File: config.mk
export PLATFORM = sky130hd
export DESIGN_NAME = fcts_front
export DESIGN_NICKNAME = d
export VERILOG_FILES = /design/src/rtl/fcts_pkg.sv /design/src/rtl/fcts_front.sv
export SDC_FILE = /design/constraint.sdc
export NUM_CORES = 1
export LEC_CHECK = 0
export BUFFER_PORTS_ARGS = -buffer_cell sky130_fd_sc_hd__buf_2
export CAP_MARGIN = 20
export CORE_ASPECT_RATIO = 0.75
export CORE_MARGIN = 3
export CORE_UTILIZATION = 26
export CTS_BUF_LIST = sky130_fd_sc_hd__clkbuf_2 sky130_fd_sc_hd__clkbuf_4 sky130_fd_sc_hd__clkbuf_8
export DETAILED_ROUTE_END_ITERATION = 10
export SETUP_SLACK_MARGIN = 0.1
export SLEW_MARGIN = 20
export SYNTH_ARGS = -nofsm -noshare
export SYNTH_HDL_FRONTEND = slang
export SYNTH_SLANG_ARGS = --single-unit
File: constraint.sdc
create_clock -name clk -period 3.34 [get_ports clk]
set_clock_uncertainty 0.1 [all_clocks]
set_input_delay 0.668 -clock clk [delete_from_list [all_inputs] [get_ports clk]]
set_output_delay 0.668 -clock clk [all_outputs]
set_load 0.05 [all_outputs]
File: src/rtl/fcts_pkg.sv
// ----------------------------------------------------------------------------
// fcts_pkg
// Shared types and constants of the FCFS CPU/IO tick scheduler.
// ----------------------------------------------------------------------------
package fcts_pkg;

  localparam int unsigned MaxProcs = 16;
  localparam int unsigned IdxW     = 4;
  localparam int unsigned CntW     = 5;
  localparam int unsigned TimeW    = 16;
  localparam logic [TimeW-1:0] TimeMax = {TimeW{1'b1}};

  localparam logic CMD_LOAD = 1'b0;
  localparam logic CMD_TICK = 1'b1;

  // one input request as it sits in the front queue
  typedef struct packed {
    logic             cmd;
    logic [TimeW-1:0] interval;
    logic [TimeW-1:0] io_burst;
    logic [TimeW-1:0] cpu_burst;
    logic [TimeW-1:0] arrival;
  } item_t;

  // handoff between front queue and engine
  typedef struct packed {
    logic  valid;
    item_t item;
  } front_out_t;

  // per-process record
  typedef struct packed {
    logic [TimeW-1:0] arrival;
    logic [TimeW-1:0] remaining;
    logic [TimeW-1:0] io_len;
    logic [TimeW-1:0] intv;
    logic [TimeW-1:0] ileft;
    logic [TimeW-1:0] ioleft;
    logic [TimeW-1:0] ioend;
    logic [TimeW-1:0] wait_acc;
    logic [IdxW-1:0]  lidx;
  } proc_rec_t;

  // tick result, laid out as out_tdata (lowest field last)
  typedef struct packed {
    logic [3:0]       pad;
    logic             all_done;
    logic [TimeW-1:0] turnaround;
    logic [TimeW-1:0] wait_total;
    logic [TimeW-1:0] completion_tick;
    logic             finished;
    logic [IdxW-1:0]  io_proc;
    logic             io_busy;
    logic [IdxW-1:0]  cpu_proc;
    logic             cpu_busy;
    logic [TimeW-1:0] tick_time;
  } result_t;

endpackage

File: src/rtl/fcts_front.sv
// ----------------------------------------------------------------------------
// fcts_front
// Input side: takes requests and holds them in a two-entry queue.
// ----------------------------------------------------------------------------
module fcts_front (
  input  logic                clk,
  input  logic                rst_n,
  input  logic                in_tvalid,
  output logic                in_tready,
  input  logic [63:0]         in_tdata,
  input  logic                in_tuser,
  output fcts_pkg::front_out_t fq,
  input  logic                pop
);

  fcts_pkg::item_t q_r [2];
  logic            wp_r, rp_r;
  logic [1:0]      cnt_r;
  logic            push;
  fcts_pkg::item_t it;

  // classify and pack the incoming request
  always_comb begin
    it.cmd       = in_tuser;
    it.arrival   = in_tdata[15:0];
    it.cpu_burst = in_tdata[31:16];
    it.io_burst  = in_tdata[47:32];
    it.interval  = in_tdata[63:48];
  end

  assign in_tready = (cnt_r != 2'd2);
  assign push      = in_tvalid && in_tready;
  assign fq.valid  = (cnt_r != 2'd0);
  assign fq.item   = q_r[rp_r];

  // queue pointers
  always_ff @(posedge clk) begin
    if (!rst_n) begin
      wp_r  <= 1'b0;
      rp_r  <= 1'b0;
      cnt_r <= 2'd0;
    end else begin
      if (push) wp_r <= ~wp_r;
      if (pop) rp_r <= ~rp_r;
      cnt_r <= cnt_r + {1'b0, push} - {1'b0, pop};
    end
  end

  // queue storage
  always_ff @(posedge clk) begin
    if (push) q_r[wp_r] <= it;
  end

endmodule

==> results of run 1 <==
layout by cell type (no fill, tap or decap):
master / instances
a211o_1: 1
a211oi_1: 1
a21bo_2: 1
a21boi_1: 1
a21boi_2: 1
and2_1: 3
and3_4: 1
buf_12: 2
buf_2: 135
buf_4: 2
bufinv_16: 3
clkbuf_4: 2
clkbuf_8: 17
clkinv_1: 4
clkinv_2: 3
clkinvlp_4: 2
dfxtp_1: 4
dfxtp_4: 1
edfxtp_1: 130
ha_1: 1
inv_1: 1
inv_2: 1
mux2_2: 65
mux2i_1: 1
nand2_1: 2
nand2b_1: 1
nand3_1: 1
nand3b_1: 2
nor4b_1: 1
or2_2: 1
xnor2_1: 1
xor2_1: 1
final timing paths:
| path | depth (start not counted) | slack, ns | from | endpoint |
|---|---|---|---|---|
| setup reg to reg | 4 | 1.30 | cnt_r[0] | q_r[0][52] |
| hold reg to reg | 2 | 0.48 | rp_r | rp_r |
| hold / removal | 1 | 0.32 | in_tdata[2] | q_r[1][2] |
| setup / recovery | 3 | 0.52 | register | fq[26] |
flip-flops by register name (all words and copies together), names as in the netlist, named ones only:
name,count
q_r,130
cnt_r,2
rp_r,1
wp_r,1
layout make-up:
cell class,count,area share (%)
sequential,135,63.26
multi-input combinational,86,14.14
inverter,2,0.1185
tap,247,4.879
clock inverter,12,2.133
clock buffer,19,3.930
timing repair buffer,139,11.53
kinds of logic (layout without fill, tap and decap cells):
logic type,Yosys count,after routing,synth area share [%]
flops,135,135,80.54
mux,66,66,14.93
simple gates,12,12,1.485
buf+inv,9,172,1.535
compound gates,5,5,0.9063
xor+xnor,2,2,0.3524
fa+ha+maj,1,1,0.2517
stage by stage:
| step | std cells | setup slack, ns | hold slack [ns] | util (%) | area (sq um) |
|---|---|---|---|---|---|
| after global placement | 609 | 0.9224 | 0.4706 | 31.97 | 5951 |
| after global routing | 640 | 0.3543 | 0.2707 | 34.03 | 6335 |
| after CTS | 640 | 0.4267 | 0.2841 | 34.03 | 6335 |
| final | 640 | 0.5161 | 0.3215 | 34.03 | 6335 |
| after detailed placement | 609 | 0.9209 | 0.4803 | 31.97 | 5951 |
| after floorplan | 230 | 0.2649 | 0.4180 | - | 4971 |
critical path, stage by stage, from the launching register on:
cell     delay (ns)
dfxtp_4        0.62
buf_4          0.37
mux2_2         0.40
buf_2          0.22
power breakdown:
group          switching (W)  internal (W)  leakage, nW
clock               0.000588      0.000735        0.192
sequential         0.0000479       0.00202         1.26
combinational       0.000610      0.000236        0.881
routing by layer:
layer | wire length [um] | vias up
met4 | 106 | 0
li1 | - | 1208
met5 | 0 | -
met3 | 774 | 10
met1 | 4244 | 1250
met2 | 4479 | 113
==> results.md, run 1 <==
- Outcome: finished, final reports clean
- CTS buffer count: 17
- First-pass GRT wire length: 15030 um
- Die W: 165.7 um
- Final Hold Viols: 0
- Most area-consuming cells after synthesis: edfxtp_1, mux2_2, dfxtp_1
- Post-Route Setup TNS: 0 ns
- Largest area contributor in the netlist: edfxtp_1
- Syn Area/Cell: 21.61 sq um
- Yosys Warn Count: 0
- Layout cells sized above 1: 60.31%
- Cts-stage hold buffer count: 0
- Max Cap Viol: 0
- Initial DRT Pass Iterations: 4
- Largest net degree at the start of global routing: 42
- Setup violations, final: 0
- Sequential fraction of the synthesis area: 80.54%
- Flops & latches, synth: 135
- Clock sinks: 135
- Top cell type's share of synthesized area: 78.53%
- Drt initial violations: 125
- Final HPWL DP: 6284 um
- Clock buffer depth: 2
- CP required: 2.57 ns
- Clock Tree Root: clkbuf_8
- EDFF count, synth: 130
- RePlAce Congestion: 0.7051
- Vias in the first global route: 2873
- CP Capture Type: output pin
- Ys async rst share: 0%
- Row Count: 43
- Initial core utilization: 26.70%
- CP max FO: 31
- All-Layer GR Usage: 9.442%
- Area growth syn-to-layout: 27.44%
- Area of the multi-input gates: 895.9 sq um
- DIE HEIGHT: 125.7 um
- Post-synth cell types: 24
- Fin nets: 451
- Worst ir drop on vdd: 0.3098 mV
- HP Class: input port to register
- Initial antenna violation count: 0
- Fmax: 354.1 MHz
- Fillcell total: 1838
- RSZ-0062 raised after global routing: false
- Global route hottest layer: met2
- CP Class: register to output pin
- Synth Net Count: 300
- Synth top cells by count: edfxtp_1, mux2_2, buf_6, dfxtp_1, and2_1
- CTS tree: built
- CP Launch Type: register
- Post-Syn Area: 4971 sq um
- Vias per inst: 4.033
- Vias post-DR: 2581
- Top-count cell post-synth: edfxtp_1
- Clk slew on worst S/H paths: 0.08 ns
- DRC errors left: 0
- Pins Over Slew Limit: 0
- Clock Latency Late Sink: 0.43 ns
- Top-Level Pins: 136
- Worst EP arrival: 2.06 ns
- PD cells: 669.5 nW/um^2
- Final min period: 2.824 ns
- Global-route track usage on met3: 4.707%
- Antenna viol nets, final: 0
- Slew headroom: 55.19%
- GR Util met1: 11.26%
- Diodes inserted: 0
- Period utilisation layout: 84.55%
- Area taken by flip-flops and latches: 4008 sq um
- GRT overflow: 0
- Placeable Area: 18620 sq um
- Post-Syn Instances: 230
- Post-Route WL: 9604 um
- Synth Flop Type: edfxtp_1
- Worst-margin pin slew: 0.6712 ns
- Htree depth: 4
- Final total power: 0.004241 W
- Met2 Use GR: 14.77%
- Pleak: 2.329 nW
- Count of cells resized by post-cts repair: 0
- Post-CTS Setup Inserts: 0
- Die area: 20830 sq um
- # port buffers: 135
- Drt wl/cell: 15.01 um
Note: power is estimated with default switching activity, not from simulation.
==> inputs of run 2 (changes only) <==
clock period = 2.3 ns   (was 3.34 ns; I/O delays follow)
==> results.md, run 2 (synthesized netlist as in run 1, its figures left out) <==
- Outcome: finished, final reports clean
- Fmax: 461.0 MHz
- Initial antenna violation count: 1 (+1)
- Fin nets: 465 (+3.1%)
- Post-Route WL: 10750 um (+12%)
- Period utilisation layout: 94.31%
- Htree depth: 4 (unchanged)
- DRC errors left: 0 (unchanged)
- Placeable Area: 18620 sq um (unchanged)
- Clock sinks: 135 (unchanged)
- Die W: 165.7 um (unchanged)
- Area growth syn-to-layout: 45.36%
- Largest regs: q_r x130, cnt_r x2
- Post-Route Setup TNS: 0 ns (unchanged)
- Worst ir drop on vdd: 0.5101 mV (+65%)
- Most common cell after layout, fill and taps aside: edfxtp_1
- Drt wl/cell: 16.42 um (+9.4%)
- CP Capture Type: output pin
- Vias post-DR: 2715 (+5.2%)
- Final HPWL DP: 6467 um (+2.9%)
- DIE HEIGHT: 125.7 um (unchanged)
- Drt initial violations: 123 (-1.6%)
- Final min period: 2.169 ns
- Diodes inserted: 0 (unchanged)
- RePlAce Congestion: 0.6773 (-3.9%)
- Cts-stage hold buffer count: 0 (unchanged)
- Final Hold Viols: 0 (unchanged)
- All-Layer GR Usage: 9.305% (-0.14 points)
- GRT overflow: 0 (unchanged)
- Max reg flops: 130 (unchanged)
- Worst Setup EP: fq[42]
- Initial core utilization: 26.70% (unchanged)
- Slew headroom: 71.55% (+16 points)
- Vias per inst: 4.145 (+2.8%)
- Max Cap Viol: 0 (unchanged)
- Pins Over Slew Limit: 0 (unchanged)
- Worst EP arrival: 1.61 ns (-0.45 ns)
- CP max FO: 8 (-74%)
- Vias in the first global route: 2816 (-2.0%)
- Minimum hold slack: 0.1146 ns (-0.2069 ns)
- Clock buffer depth: 2 (unchanged)
- CP Launch Type: register
- FF-to-FF path depth: 4 (unchanged)
- CP required: 1.74 ns (-0.83 ns)
- Capture point of the worst reg-to-reg path: q_r[0][18]
- Initial DRT Pass Iterations: 4 (unchanged)
- Largest net degree at the start of global routing: 36 (-14%)
- Top-Level Pins: 136 (unchanged)
- CP Class: register to output pin
- # port buffers: 135 (unchanged)
- Reg2reg start: cnt_r[0]
- CTS tree: built
- PD cells: 920.2 nW/um^2 (+37%)
- Worst-margin pin slew: 0.4267 ns (-0.2445 ns)
- Crit-path cells: buf_12 -> clkbuf_16 -> mux2_2 -> buf_6
- Pleak: 2.738 nW (+18%)
- CTS buffer count: 17 (unchanged)
- Top reg by flops: q_r
- Die area: 20830 sq um (unchanged)
- Clk slew on worst S/H paths: 0.07 ns (about the same)
- Setup violations, final: 0 (unchanged)
- Clock Tree Root: clkbuf_8
- First-pass GRT wire length: 14770 um (-1.7%)
- Layout cells sized above 1: 62.75% (+2.4 points)
- HP Class: input port to register
- Slowest CP cell: dfxtp_4
- R2R setup slack: 0.61 ns (-0.69 ns)
- RSZ-0062 raised after global routing: true
- Row Count: 43 (unchanged)
- Worst stage delay on the critical path: 0.39 ns (-0.23 ns)
- Antenna viol nets, final: 0 (unchanged)
- Most frequent cells in the layout: edfxtp_1, buf_2, buf_6
- Clock Latency Late Sink: 0.43 ns (about the same)
==> run 2: layout make-up <==
| cell class | instances | area, sq um |
|---|---|---|
| tap | 247 | 309.0 |
| sequential | 135 | 4009 |
| multi-input combinational | 86 | 1016 |
| inverter | 2 | 11.26 |
| fill | 1741 | 11390 |
| clock inverter | 14 | 158.9 |
| clock buffer | 18 | 241.5 |
| timing repair buffer | 153 | 1480 |
==> run 2: power by group <==
part	leakage (nW)	switching (W)	internal (W)
sequential	1.26	0.0000593	0.00294
clock	0.201	0.000881	0.00107
combinational	1.28	0.000995	0.000702
==> run 2: stage by stage <==
stage	utilization (%)	std cells	total power [W]	setup slack, ns	cell area, sq um
finish	38.82	655	0.006649	0.1308	7226
global route	38.82	655	0.006953	0.04376	7226
CTS	34.39	643	0.006334	0.03069	6401
detailed placement	32.24	611	0.004333	0.5295	6001
global placement	32.24	611	0.004307	0.5486	6001
floorplan	-	230	0.003995	0.1245	4985
==> run 2: layer usage <==
metal,up-vias,routed length [um],GRT usage (%)
li1,1239,-,-
met1,1353,4726,11.28
met2,105,5090,14.14
met3,16,779,4.581
met4,2,148,4.059
met5,-,7,0
==> run 2: worst min-delay path by stage <==
stage	from	end	slack, ns	depth (start not counted)
finish	in_tdata[30]	q_r[0][30]	0.11	1
global route	in_tdata[25]	q_r[1][25]	0.06	1
CTS	in_tdata[30]	q_r[0][30]	0.06	1
detailed placement	rp_r	register	0.47	2
global placement	rp_r	register	0.47	2
floorplan	rp_r	register	0.45	2
==> run 2: repair_timing <==
item,4_1_cts,5_1_grt
setup buffers,0,4
gates cloned,0,8
gates resized for setup,0,253
endpoints found under the setup margin,65,65
==> run 2: worst max-delay path, delay by kind of cell, from the launching register on <==
kind / cells / cell delay, ns
buffers and inverters: 3 / 0.44
DFF: 1 / 0.39
muxes: 1 / 0.35
